--- src/rtl/uwmrp_pkg.sv ---
// Package for the write-memory-by-address request parser.
// Holds status codes, field widths and the result record type.
// No dependencies.
`timescale 1ns / 1ps

package uwmrp_pkg;

    localparam int MAX_RECORD_LEN_DEF = 4096;

    localparam int BYTE_W   = 8;
    localparam int NIBBLE_W = 4;
    localparam int ACCUM_W  = 32;
    localparam int LEN_W    = 3;
    localparam int OFFSET_W = 4;
    localparam int HEADER_W = 5;
    localparam int TOTAL_W  = ACCUM_W + 1;

    localparam logic [NIBBLE_W-1:0] MAX_FIELD_BYTES = 4'd4;

    localparam logic [1:0] STATUS_OK        = 2'd0;
    localparam logic [1:0] STATUS_OUT_RANGE = 2'd1;
    localparam logic [1:0] STATUS_BAD_LEN   = 2'd2;

    typedef struct packed {
        logic [1:0]          status;
        logic [ACCUM_W-1:0]  mem_address;
        logic [ACCUM_W-1:0]  mem_size;
        logic [LEN_W-1:0]    address_bytes;
        logic [LEN_W-1:0]    size_bytes;
        logic [OFFSET_W-1:0] data_offset;
    } result_t;

endpackage

--- src/rtl/uwmrp_req_if.sv ---
// Request byte channel: one record byte and its last-byte mark per transaction.
// Depends on uwmrp_pkg.
`timescale 1ns / 1ps

interface uwmrp_req_if;
    logic                         valid;
    logic                         ready;
    logic [uwmrp_pkg::BYTE_W-1:0] rx_byte;
    logic                         last_byte;

    modport source (output valid, output rx_byte, output last_byte, input ready);
    modport sink   (input valid, input rx_byte, input last_byte, output ready);
endinterface

--- src/rtl/uwmrp_rsp_if.sv ---
// Result channel: one parse result per transaction.
// Depends on uwmrp_pkg.
`timescale 1ns / 1ps

interface uwmrp_rsp_if;
    logic                           valid;
    logic                           ready;
    logic [1:0]                     status;
    logic [uwmrp_pkg::ACCUM_W-1:0]  mem_address;
    logic [uwmrp_pkg::ACCUM_W-1:0]  mem_size;
    logic [uwmrp_pkg::LEN_W-1:0]    address_bytes;
    logic [uwmrp_pkg::LEN_W-1:0]    size_bytes;
    logic [uwmrp_pkg::OFFSET_W-1:0] data_offset;

    modport source (output valid, output status, output mem_address, output mem_size,
                    output address_bytes, output size_bytes, output data_offset,
                    input ready);
    modport sink   (input valid, input status, input mem_address, input mem_size,
                    input address_bytes, input size_bytes, input data_offset,
                    output ready);
endinterface

--- src/rtl/uwmrp_accum.sv ---
// Record state and per-byte update: format nibbles, address/size accumulators,
// saturating byte count, and the result decision on the last byte.
// Depends on uwmrp_pkg.
`timescale 1ns / 1ps

module uwmrp_accum #(
    parameter int MAX_RECORD_LEN = uwmrp_pkg::MAX_RECORD_LEN_DEF
) (
    input  logic                         clk,
    input  logic                         rst_n,
    input  logic                         accept,
    input  logic [uwmrp_pkg::BYTE_W-1:0] rx_byte,
    input  logic                         last_byte,
    output logic                         result_valid,
    output uwmrp_pkg::result_t           result
);

    localparam int CNT_W = $clog2(MAX_RECORD_LEN + 1);
    localparam logic [CNT_W-1:0] CNT_MAX = CNT_W'(MAX_RECORD_LEN);

    logic [CNT_W-1:0]                    byte_count_reg, byte_count_next;
    logic [uwmrp_pkg::NIBBLE_W-1:0]      addr_nibble_reg, addr_nibble_next;
    logic [uwmrp_pkg::NIBBLE_W-1:0]      size_nibble_reg, size_nibble_next;
    logic [uwmrp_pkg::ACCUM_W-1:0]       addr_accum_reg, addr_accum_next;
    logic [uwmrp_pkg::ACCUM_W-1:0]       size_accum_reg, size_accum_next;

    logic                                first;
    logic                                nib_ok;
    logic [uwmrp_pkg::HEADER_W-1:0]      field_sum;
    logic [uwmrp_pkg::HEADER_W-1:0]      header;
    logic [CNT_W-1:0]                    count_upd;
    logic [uwmrp_pkg::TOTAL_W-1:0]       total;
    logic [1:0]                          status;

    always_comb
    begin
        first            = (byte_count_reg == '0);
        addr_nibble_next = first ? rx_byte[3:0] : addr_nibble_reg;
        size_nibble_next = first ? rx_byte[7:4] : size_nibble_reg;
        nib_ok = (addr_nibble_next <= uwmrp_pkg::MAX_FIELD_BYTES) &&
                 (size_nibble_next <= uwmrp_pkg::MAX_FIELD_BYTES);
        field_sum = {1'b0, addr_nibble_next} + {1'b0, size_nibble_next};
        header    = field_sum + uwmrp_pkg::HEADER_W'(1);

        addr_accum_next = addr_accum_reg;
        size_accum_next = size_accum_reg;
        if (!first && nib_ok)
        begin
            if (byte_count_reg <= CNT_W'(addr_nibble_next))
                addr_accum_next = {addr_accum_reg[uwmrp_pkg::ACCUM_W-9:0], rx_byte};
            else if (byte_count_reg <= CNT_W'(field_sum))
                size_accum_next = {size_accum_reg[uwmrp_pkg::ACCUM_W-9:0], rx_byte};
        end

        // saturate at the record bound
        count_upd = (byte_count_reg < CNT_MAX) ? byte_count_reg + CNT_W'(1) : byte_count_reg;

        total = {1'b0, size_accum_next} + uwmrp_pkg::TOTAL_W'(header);

        if (!nib_ok)
            status = uwmrp_pkg::STATUS_OUT_RANGE;
        else if (count_upd >= CNT_MAX)
            status = uwmrp_pkg::STATUS_BAD_LEN;
        else if (count_upd < CNT_W'(header))
            status = uwmrp_pkg::STATUS_BAD_LEN;
        else if (uwmrp_pkg::TOTAL_W'(count_upd) != total)
            status = uwmrp_pkg::STATUS_BAD_LEN;
        else
            status = uwmrp_pkg::STATUS_OK;

        result = '0;
        result.status = status;
        if (status == uwmrp_pkg::STATUS_OK)
        begin
            result.mem_address   = addr_accum_next;
            result.mem_size      = size_accum_next;
            result.address_bytes = addr_nibble_next[uwmrp_pkg::LEN_W-1:0];
            result.size_bytes    = size_nibble_next[uwmrp_pkg::LEN_W-1:0];
            result.data_offset   = header[uwmrp_pkg::OFFSET_W-1:0];
        end

        result_valid    = accept && last_byte;
        byte_count_next = last_byte ? '0 : count_upd;
    end

    always_ff @(posedge clk or negedge rst_n)
    begin
        if (!rst_n)
        begin
            byte_count_reg  <= '0;
            addr_nibble_reg <= '0;
            size_nibble_reg <= '0;
            addr_accum_reg  <= '0;
            size_accum_reg  <= '0;
        end
        else if (accept)
        begin
            byte_count_reg <= byte_count_next;
            // clear everything at record end
            if (last_byte)
            begin
                addr_nibble_reg <= '0;
                size_nibble_reg <= '0;
                addr_accum_reg  <= '0;
                size_accum_reg  <= '0;
            end
            else
            begin
                addr_nibble_reg <= addr_nibble_next;
                size_nibble_reg <= size_nibble_next;
                addr_accum_reg  <= addr_accum_next;
                size_accum_reg  <= size_accum_next;
            end
        end
    end

endmodule

--- src/rtl/uds_write_memory_request_parser.sv ---
// Top level of the write-memory-by-address request parser.
// Depends on uwmrp_pkg, uwmrp_req_if, uwmrp_rsp_if and uwmrp_accum.
//
//   Port  Direction  Transaction carries
//   req   in         rx_byte, last_byte (one record byte)
//   rsp   out        status, mem_address, mem_size, address_bytes, size_bytes, data_offset
//
// One byte is taken per cycle; the result of a record's last byte is registered
// and appears on rsp the cycle after that byte is taken.
// Reset (rst_n low, asynchronous) clears the record state and the result valid flag.
// req is stalled only while a result is held in the output register and rsp is
// not ready in the same cycle.
`timescale 1ns / 1ps

module uds_write_memory_request_parser #(
    parameter int MAX_RECORD_LEN = uwmrp_pkg::MAX_RECORD_LEN_DEF
) (
    input  logic        clk,
    input  logic        rst_n,
    uwmrp_req_if.sink   req,
    uwmrp_rsp_if.source rsp
);

    logic               accept;
    logic               result_valid;
    uwmrp_pkg::result_t result;
    logic               out_valid_reg;
    uwmrp_pkg::result_t out_data_reg;

    assign req.ready = !out_valid_reg || rsp.ready;
    assign accept    = req.valid && req.ready;

    uwmrp_accum #(
        .MAX_RECORD_LEN (MAX_RECORD_LEN)
    ) u_accum (
        .clk          (clk),
        .rst_n        (rst_n),
        .accept       (accept),
        .rx_byte      (req.rx_byte),
        .last_byte    (req.last_byte),
        .result_valid (result_valid),
        .result       (result)
    );

    always_ff @(posedge clk or negedge rst_n)
    begin
        if (!rst_n)
            out_valid_reg <= 1'b0;
        else if (result_valid)
            out_valid_reg <= 1'b1;
        else if (rsp.ready)
            out_valid_reg <= 1'b0;
    end

    // hold the result until the transaction completes
    always_ff @(posedge clk)
    begin
        if (result_valid)
            out_data_reg <= result;
    end

    assign rsp.valid         = out_valid_reg;
    assign rsp.status        = out_data_reg.status;
    assign rsp.mem_address   = out_data_reg.mem_address;
    assign rsp.mem_size      = out_data_reg.mem_size;
    assign rsp.address_bytes = out_data_reg.address_bytes;
    assign rsp.size_bytes    = out_data_reg.size_bytes;
    assign rsp.data_offset   = out_data_reg.data_offset;

endmodule

--- src/flat_wrapper.sv ---
// flat-port wrapper written by rule: the top's interface ports become plain ports
module uds_write_memory_request_parser_flat 
#(
    parameter int MAX_RECORD_LEN = uwmrp_pkg::MAX_RECORD_LEN_DEF
)
  (clk, rst_n, req_valid, req_rx_byte, req_last_byte, req_ready, rsp_valid, rsp_status, rsp_mem_address, rsp_mem_size, rsp_address_bytes, rsp_size_bytes, rsp_data_offset, rsp_ready);
  uwmrp_req_if req_i ();
  uwmrp_rsp_if rsp_i ();
  input  logic clk;
  input  logic rst_n;
  input wire logic [$bits(req_i.valid)-1:0] req_valid;
  input wire logic [$bits(req_i.rx_byte)-1:0] req_rx_byte;
  input wire logic [$bits(req_i.last_byte)-1:0] req_last_byte;
  output wire logic [$bits(req_i.ready)-1:0] req_ready;
  output wire logic [$bits(rsp_i.valid)-1:0] rsp_valid;
  output wire logic [$bits(rsp_i.status)-1:0] rsp_status;
  output wire logic [$bits(rsp_i.mem_address)-1:0] rsp_mem_address;
  output wire logic [$bits(rsp_i.mem_size)-1:0] rsp_mem_size;
  output wire logic [$bits(rsp_i.address_bytes)-1:0] rsp_address_bytes;
  output wire logic [$bits(rsp_i.size_bytes)-1:0] rsp_size_bytes;
  output wire logic [$bits(rsp_i.data_offset)-1:0] rsp_data_offset;
  input wire logic [$bits(rsp_i.ready)-1:0] rsp_ready;
  assign req_i.valid = req_valid;
  assign req_i.rx_byte = req_rx_byte;
  assign req_i.last_byte = req_last_byte;
  assign req_ready = req_i.ready;
  assign rsp_valid = rsp_i.valid;
  assign rsp_status = rsp_i.status;
  assign rsp_mem_address = rsp_i.mem_address;
  assign rsp_mem_size = rsp_i.mem_size;
  assign rsp_address_bytes = rsp_i.address_bytes;
  assign rsp_size_bytes = rsp_i.size_bytes;
  assign rsp_data_offset = rsp_i.data_offset;
  assign rsp_i.ready = rsp_ready;
  uds_write_memory_request_parser #(.MAX_RECORD_LEN(MAX_RECORD_LEN)) u_core (.clk(clk), .rst_n(rst_n), .req(req_i), .rsp(rsp_i));
endmodule
--- config.mk ---
export PLATFORM = sky130hd
export DESIGN_NAME = uds_write_memory_request_parser_flat
export DESIGN_NICKNAME = d
export VERILOG_FILES = /design/src/rtl/uwmrp_pkg.sv /design/src/rtl/uwmrp_req_if.sv /design/src/rtl/uwmrp_rsp_if.sv /design/src/rtl/uwmrp_accum.sv /design/src/rtl/uds_write_memory_request_parser.sv /design/src/flat_wrapper.sv
export SDC_FILE = /design/constraint.sdc
export NUM_CORES = 1
export LEC_CHECK = 0
export BUFFER_PORTS_ARGS = -buffer_cell sky130_fd_sc_hd__clkbuf_2
export CAP_MARGIN = 15
export CORE_ASPECT_RATIO = 0.75
export CORE_MARGIN = 3
export CORE_UTILIZATION = 65
export CTS_CLUSTER_DIAMETER = 50
export DETAILED_ROUTE_END_ITERATION = 8
export PLACE_DENSITY_LB_ADDON = 0.08
export SYNTH_ARGS = -nofsm -noshare
export SYNTH_HDL_FRONTEND = slang
export SYNTH_SLANG_ARGS = --single-unit
--- constraint.sdc ---
create_clock -name clk -period 17.2 [get_ports clk]
set_clock_uncertainty 0.1 [all_clocks]
set_input_delay 3.44 -clock clk [delete_from_list [all_inputs] [get_ports clk]]
set_output_delay 3.44 -clock clk [all_outputs]
set_load 0.1 [all_outputs]
==> results of run 1 <==
-- through the flow --
stage               cells  setup slack [ps]  hold WS, ps
finish               1263              5550          377
floorplan            1002              6790          342
global placement     1231              5710          355
global route         1263              4980          409
detailed placement   1231              5480          364
CTS                  1263              5880          379
-- placed cells by master, fill, tap and decap left out, types with 17 or more instances in the layout --
cell type | Yosys | layout
conb_1 | 1 | 19
nor2_1 | 28 | 28
nand3_1 | 24 | 24
o21ai_0 | 73 | 73
nor2b_1 | 35 | 35
dfrtp_1 | 86 | 86
nor3_1 | 18 | 18
edfxtp_1 | 76 | 76
a22o_1 | 31 | 31
clkbuf_2 | 0 | 89
a21oi_1 | 80 | 80
nor3_2 | 50 | 50
ha_1 | 21 | 21
and3_1 | 18 | 18
xnor2_1 | 42 | 42
nand2_1 | 88 | 87
mux2i_1 | 25 | 25
clkbuf_16 | 0 | 17
inv_1 | 33 | 32
-- worst max-delay path, cell delays in order --
cell and delay [ps]:
clkbuf_2 240, mux2i_1 520, inv_1 100, ha_1 200, a21o_1 150, a21oi_1 170, xnor2_1 190, inv_1 70
ha_1 270, nand2_1 90, o32a_1 350, nor4_2 500, nand3_2 730, mux2i_1 700, inv_1 110, ha_1 310
a21o_1 140, nand4_1 330, a21oi_1 720, and4_1 310, o21ai_0 90, nor4_1 450, a22oi_1 220, a2111oi_4 460
nand4_4 130, buf_4 420, nor3_1 340
-- final cells by class --
type                    count  area, µm²
clock inverters            14        125
repair buffers            103        551
well taps                 200        250
fillers                  1019       3730
multi-input cells         732       5040
inverters                  34        129
flip-flops and latches    162       4430
clock buffers              18        429
-- routing by layer --
| layer | routed length [µm] | up-vias |
|---|---|---|
| met5 | 0 | - |
| met1 | 13200 | 3988 |
| li1 | - | 3726 |
| met4 | 393 | 0 |
| met2 | 11400 | 545 |
| met3 | 4030 | 43 |
-- worst min path at each step --
stage                                                   end  slack [ps]                         startpoint
after floorplan           u_core.u_accum.addr_accum_reg[24]         340  u_core.u_accum.addr_accum_reg[24]
after global placement    u_core.u_accum.addr_accum_reg[30]         360  u_core.u_accum.addr_accum_reg[30]
after detailed placement  u_core.u_accum.addr_accum_reg[28]         360  u_core.u_accum.addr_accum_reg[28]
after CTS                 u_core.u_accum.addr_accum_reg[28]         380  u_core.u_accum.addr_accum_reg[28]
after global routing      u_core.u_accum.addr_accum_reg[25]         410  u_core.u_accum.addr_accum_reg[25]
final                     u_core.u_accum.addr_accum_reg[28]         380  u_core.u_accum.addr_accum_reg[28]
-- power by group through the flow --
stage / Combinational [mW] / Clock [mW] / Sequential, mW
final: 0.664 / 0.362 / 0.501
after detailed placement: 0.641 / 0 / 0.503
after global routing: 0.714 / 0.381 / 0.503
after floorplan: 0.479 / 0 / 0.531
after CTS: 0.648 / 0.366 / 0.497
after global placement: 0.628 / 0 / 0.502
-- logic make-up (layout without fill, tap and decap cells) --
group | after synthesis | in the layout | share of synthesized area
xor+xnor | 60 | 60 | 0.0560
mux | 35 | 35 | 0.0370
simple gates | 335 | 335 | 0.206
flops | 162 | 162 | 0.449
compound gates | 260 | 260 | 0.171
buf+inv | 108 | 169 | 0.0501
other cells | 1 | 19 | 0.000379
fa+ha+maj | 23 | 23 | 0.0306
==> metrics, run 1 <==
post-CTS setup buffers=0; critical path endpoint category=flip-flop; switching share of total power=0.445; Hold Crit Class=flip-flop to flip-flop; worst r2r src=u_core.u_accum.byte_count_reg[0]; status=finished clean; vias=8302; Worst-Skew Late Latency=430 ps; layout cell share with drive strength beyond 1=0.207; largest cells by area after synthesis=edfxtp_1 (23%), dfrtp_1 (22%), nor3_2 (5.1%), a21oi_1 (4.1%), xnor2_1 (3.7%); RSZ-0062 raised after global routing=no; CTS root buf=clkbuf_16; Tcrit/Tclk final=0.678; clk buf depth=2; ys async rst share=0.531; Final ANT Viol Nets=0; GP Congestion=0.963; cell taking the most area after synthesis=edfxtp_1; Main synth FF type=dfrtp_1; Worst Reg2Reg Path Length in Cells=32; YS warnings=0; Worst IR Drop VDD=0.0827 mV; Pleak=4.45 nW; first-pass GRT wire length=44400 µm; Net count, final=1086; CP Data Required Time=17340 ps; Synth Area per Inst=10.0 µm²; port buffer count=90; Tot Pwr=1.53 mW; register bit total from synthesis=162; largest net degree at the start of global routing=65; Post-route DRC=0; Post-Syn Area=0.00988 mm²; Post-synth EDFFs=76; GR Overflow Total=0; total track usage=0.346; post-synth top area share=0.231; area grow syn2layout=10.9%; synth cell count leaders=nand2_1 (88), dfrtp_1 (86), a21oi_1 (80); Critical path origin=req_rx_byte[5]; CTS tree=done; clock sinks=162; final period demand of the worst path=11650 ps; Worst Tran Pin Value=1080 ps; Final Cell Area=0.0110 mm²; H-tree depth=4; crit-path max FO=55; met1 Resource Use GR=0.556; end point of the critical path=u_core.rsp.mem_address[0]; die area=0.0167 mm²; height of the die=113 µm; Pre-antenna DRT Iters=5; Ports=91; fin. max-slew vios=0; Cell Int Power=0.847 mW; post-synthesis sequential area ratio=0.449; ANT cells=0; Starting Density=0.673; Setup Viol. Count Final=0; Worst Hold Depth=2; post-synthesis cell type count=80; headroom to the max-slew limit=0.272; Core Box Area=0.0147 mm²; grt met2 use=0.448; CTS Buf Count=17; post-DP HPWL=20100 µm; Reg power frac=0.328; clk slew on worst S/H paths=70 ps; Logic pwr share=0.435; critical path class=primary input to flip-flop; WP data arrival=11790 ps; Pwr Density=139 mW/mm²; Final Util=0.746; Clock Power Share=0.237; most common cell in the synthesized netlist=nand2_1; met3 GRT Util=0.113; average wire per standard cell=22.9 µm; FF-to-FF setup slack=6580 ps; vias in the first global route=7581; Post-CTS Resized=0; CP Launch Type=primary input; initial drt markers=1091; reg2reg end=u_core.rsp.mem_address[0]; DP Area=0.0104 mm²; drt via density=6.57; net switching power=0.679 mW; Peak Freq=0.0858 GHz; DRT Wirelength=29000 µm; gr busiest metal=met1; final setup TNS=0 ps; maxcap violations=0; # rows=38; Hold Buf Count CTS=0; initial antenna violation count=0; Synth Instances=984; final hold violation count=0; die width=148 µm
Note: power is estimated with default switching activity, not from simulation.
==> run 2, diff against run 1 <==
--- a/config.mk
+++ b/config.mk
@@ -9,7 +9,7 @@
 export CAP_MARGIN = 15
 export CORE_ASPECT_RATIO = 0.75
 export CORE_MARGIN = 3
-export CORE_UTILIZATION = 65
+export CORE_UTILIZATION = 55
 export CTS_CLUSTER_DIAMETER = 50
 export DETAILED_ROUTE_END_ITERATION = 8
 export PLACE_DENSITY_LB_ADDON = 0.08
==> constraint.sdc (replaced) <==
create_clock -name clk -period 10.7 [get_ports clk]
set_clock_uncertainty 0.1 [all_clocks]
set_input_delay 2.14 -clock clk [delete_from_list [all_inputs] [get_ports clk]]
set_output_delay 2.14 -clock clk [all_outputs]
set_load 0.1 [all_outputs]
==> run 2 against run 1 <==
Effect of this change: routed wire length is 3.1% lower; combinational power is 61% higher; core utilization decreased by 10 points; worst setup slack got worse by 4700 ps; global-route usage decreased by 5.7 points; total power up 63%; hold slack barely moved; via count down 2.7%; final area increased by 0.97%; cell count is 2.9% higher; non-clock buffer count unchanged; register-to-register slack worse by 5700 ps; critical endpoint is now u_core.rsp.mem_address[1].
==> metrics, run 2 (synthesized netlist as in run 1, its figures left out) <==
CTS root buf=clkbuf_16; port buffer count=90; CP Data Required Time=10860 ps; layout cell share with drive strength beyond 1=0.206; CTS Buf Count=17; initial antenna violation count=0; maxcap violations=0; clk slew on worst S/H paths=70 ps; most frequent cells in the layout=clkbuf_2 (89), nand2_1 (87), dfrtp_1 (86); average wire per standard cell=21.6 µm; total track usage=0.289; Worst Tran Pin Value=1090 ps; DP Area=0.0105 mm²; Core Box Area=0.0172 mm²; reg2reg end=u_core.rsp.mem_address[1]; clk buf depth=2; critical path class=flip-flop to flip-flop; CP Launch Type=flip-flop; Pleak=4.47 nW; H-tree depth=4; die width=161 µm; end point of the critical path=u_core.rsp.mem_address[1]; Pwr Density=224 mW/mm²; Worst path most repeated cell=inv_1; WP data arrival=10020 ps; largest net degree at the start of global routing=77; ANT cells=0; vias in the first global route=7241; DRT Wirelength=28100 µm; # rows=41; height of the die=122 µm; GR Overflow Total=0; CTS tree=done; die area=0.0196 mm²; Net count, final=1086; crit-path max FO=54; vias=8079; CP max-delay cell=a21oi_1; RSZ-0062 raised after global routing=no; critical path endpoint category=flip-flop; first-pass GRT wire length=43300 µm; Worst IR Drop VDD=0.214 mV; Starting Density=0.573; Peak Freq=0.101 GHz; cell family with most CP delay=simple AND/OR/NAND/NOR gates; critical path buffer and inverter count=6; Final Cell Area=0.0111 mm²; FF-to-FF setup slack=830 ps; worst r2r src=u_core.u_accum.byte_count_reg[0]; fin. max-slew vios=0; number of cells on the critical path=32; Hold Buf Count CTS=0; Final ANT Viol Nets=0; final setup TNS=0 ps; Setup Viol. Count Final=0; Worst-Skew Late Latency=430 ps; GP Congestion=0.993; final hold violation count=0; Pre-antenna DRT Iters=5; commonest non-fill, non-tap cell in the layout=clkbuf_2; Post-route DRC=0; status=finished clean; post-DP HPWL=19900 µm; final period demand of the worst path=9870 ps; drt via density=6.22; Critical path origin=u_core.u_accum.byte_count_reg[0]; Tcrit/Tclk final=0.922; Worst Reg2Reg Path Length in Cells=32; headroom to the max-slew limit=0.269; post-CTS setup buffers=0; Crit path largest cell delay=790 ps; Ports=91; clock sinks=162; area grow syn2layout=12.0%; initial drt markers=915; Hold Crit Class=flip-flop to flip-flop; Post-CTS Resized=0
==> run 2: per-layer routing <==
layer | vias to the layer above | wire length [µm] | GRT usage
li1 | 3728 | - | -
met1 | 3867 | 13800 | 0.474
met2 | 463 | 10400 | 0.353
met3 | 21 | 3680 | 0.104
met4 | 0 | 199 | 0.0596
met5 | - | 0 | 0
==> run 2: where the power goes <==
group / switching [mW] / leakage (nW) / internal [mW]
Clock: 0.273 / 0.288 / 0.344
Sequential: 0.0844 / 1.90 / 0.716
Combinational: 0.717 / 2.28 / 0.349
==> run 2: area by class of cell <==
cell class                      count  area, µm²
Timing Repair Buffer              103        576
Multi-Input combinational cell    732       5040
Fill cell                        1401       6170
Sequential cell                   162       4430
Clock inverter                     13        136
Clock buffer                       19        454
Inverter                           34        129
Tap cell                          236        295
==> run 2: tightest hold or removal path, cell delays in order (launching register included) <==
cell	delay [ps]
dfrtp_1	340
nand2_1	40
o21ai_0	60
==> run 2: worst min path at each step <==
stage,endpoint,cells past startpoint,start
5_1_grt,u_core.u_accum.addr_accum_reg[27],2,u_core.u_accum.addr_accum_reg[27]
3_5_place_dp,u_core.u_accum.addr_accum_reg[27],2,u_core.u_accum.addr_accum_reg[27]
3_3_place_gp,u_core.u_accum.addr_accum_reg[31],2,u_core.u_accum.addr_accum_reg[31]
6_report,u_core.u_accum.addr_accum_reg[27],2,u_core.u_accum.addr_accum_reg[27]
4_1_cts,u_core.u_accum.addr_accum_reg[27],2,u_core.u_accum.addr_accum_reg[27]
2_1_floorplan,u_core.u_accum.addr_accum_reg[24],2,u_core.u_accum.addr_accum_reg[24]
==> run 2: through the flow <==
step                      hold WS, ps  setup slack (ps)  power [mW]   util  cells
after CTS                         380              1030        2.47  0.642   1299
final                             377               834        2.48  0.642   1299
after global placement            355               857        1.84  0.608   1267
after floorplan                   342              1590        1.62      -   1002
after detailed placement          364               789        1.84  0.608   1267
after global routing              401               194        2.61  0.642   1299
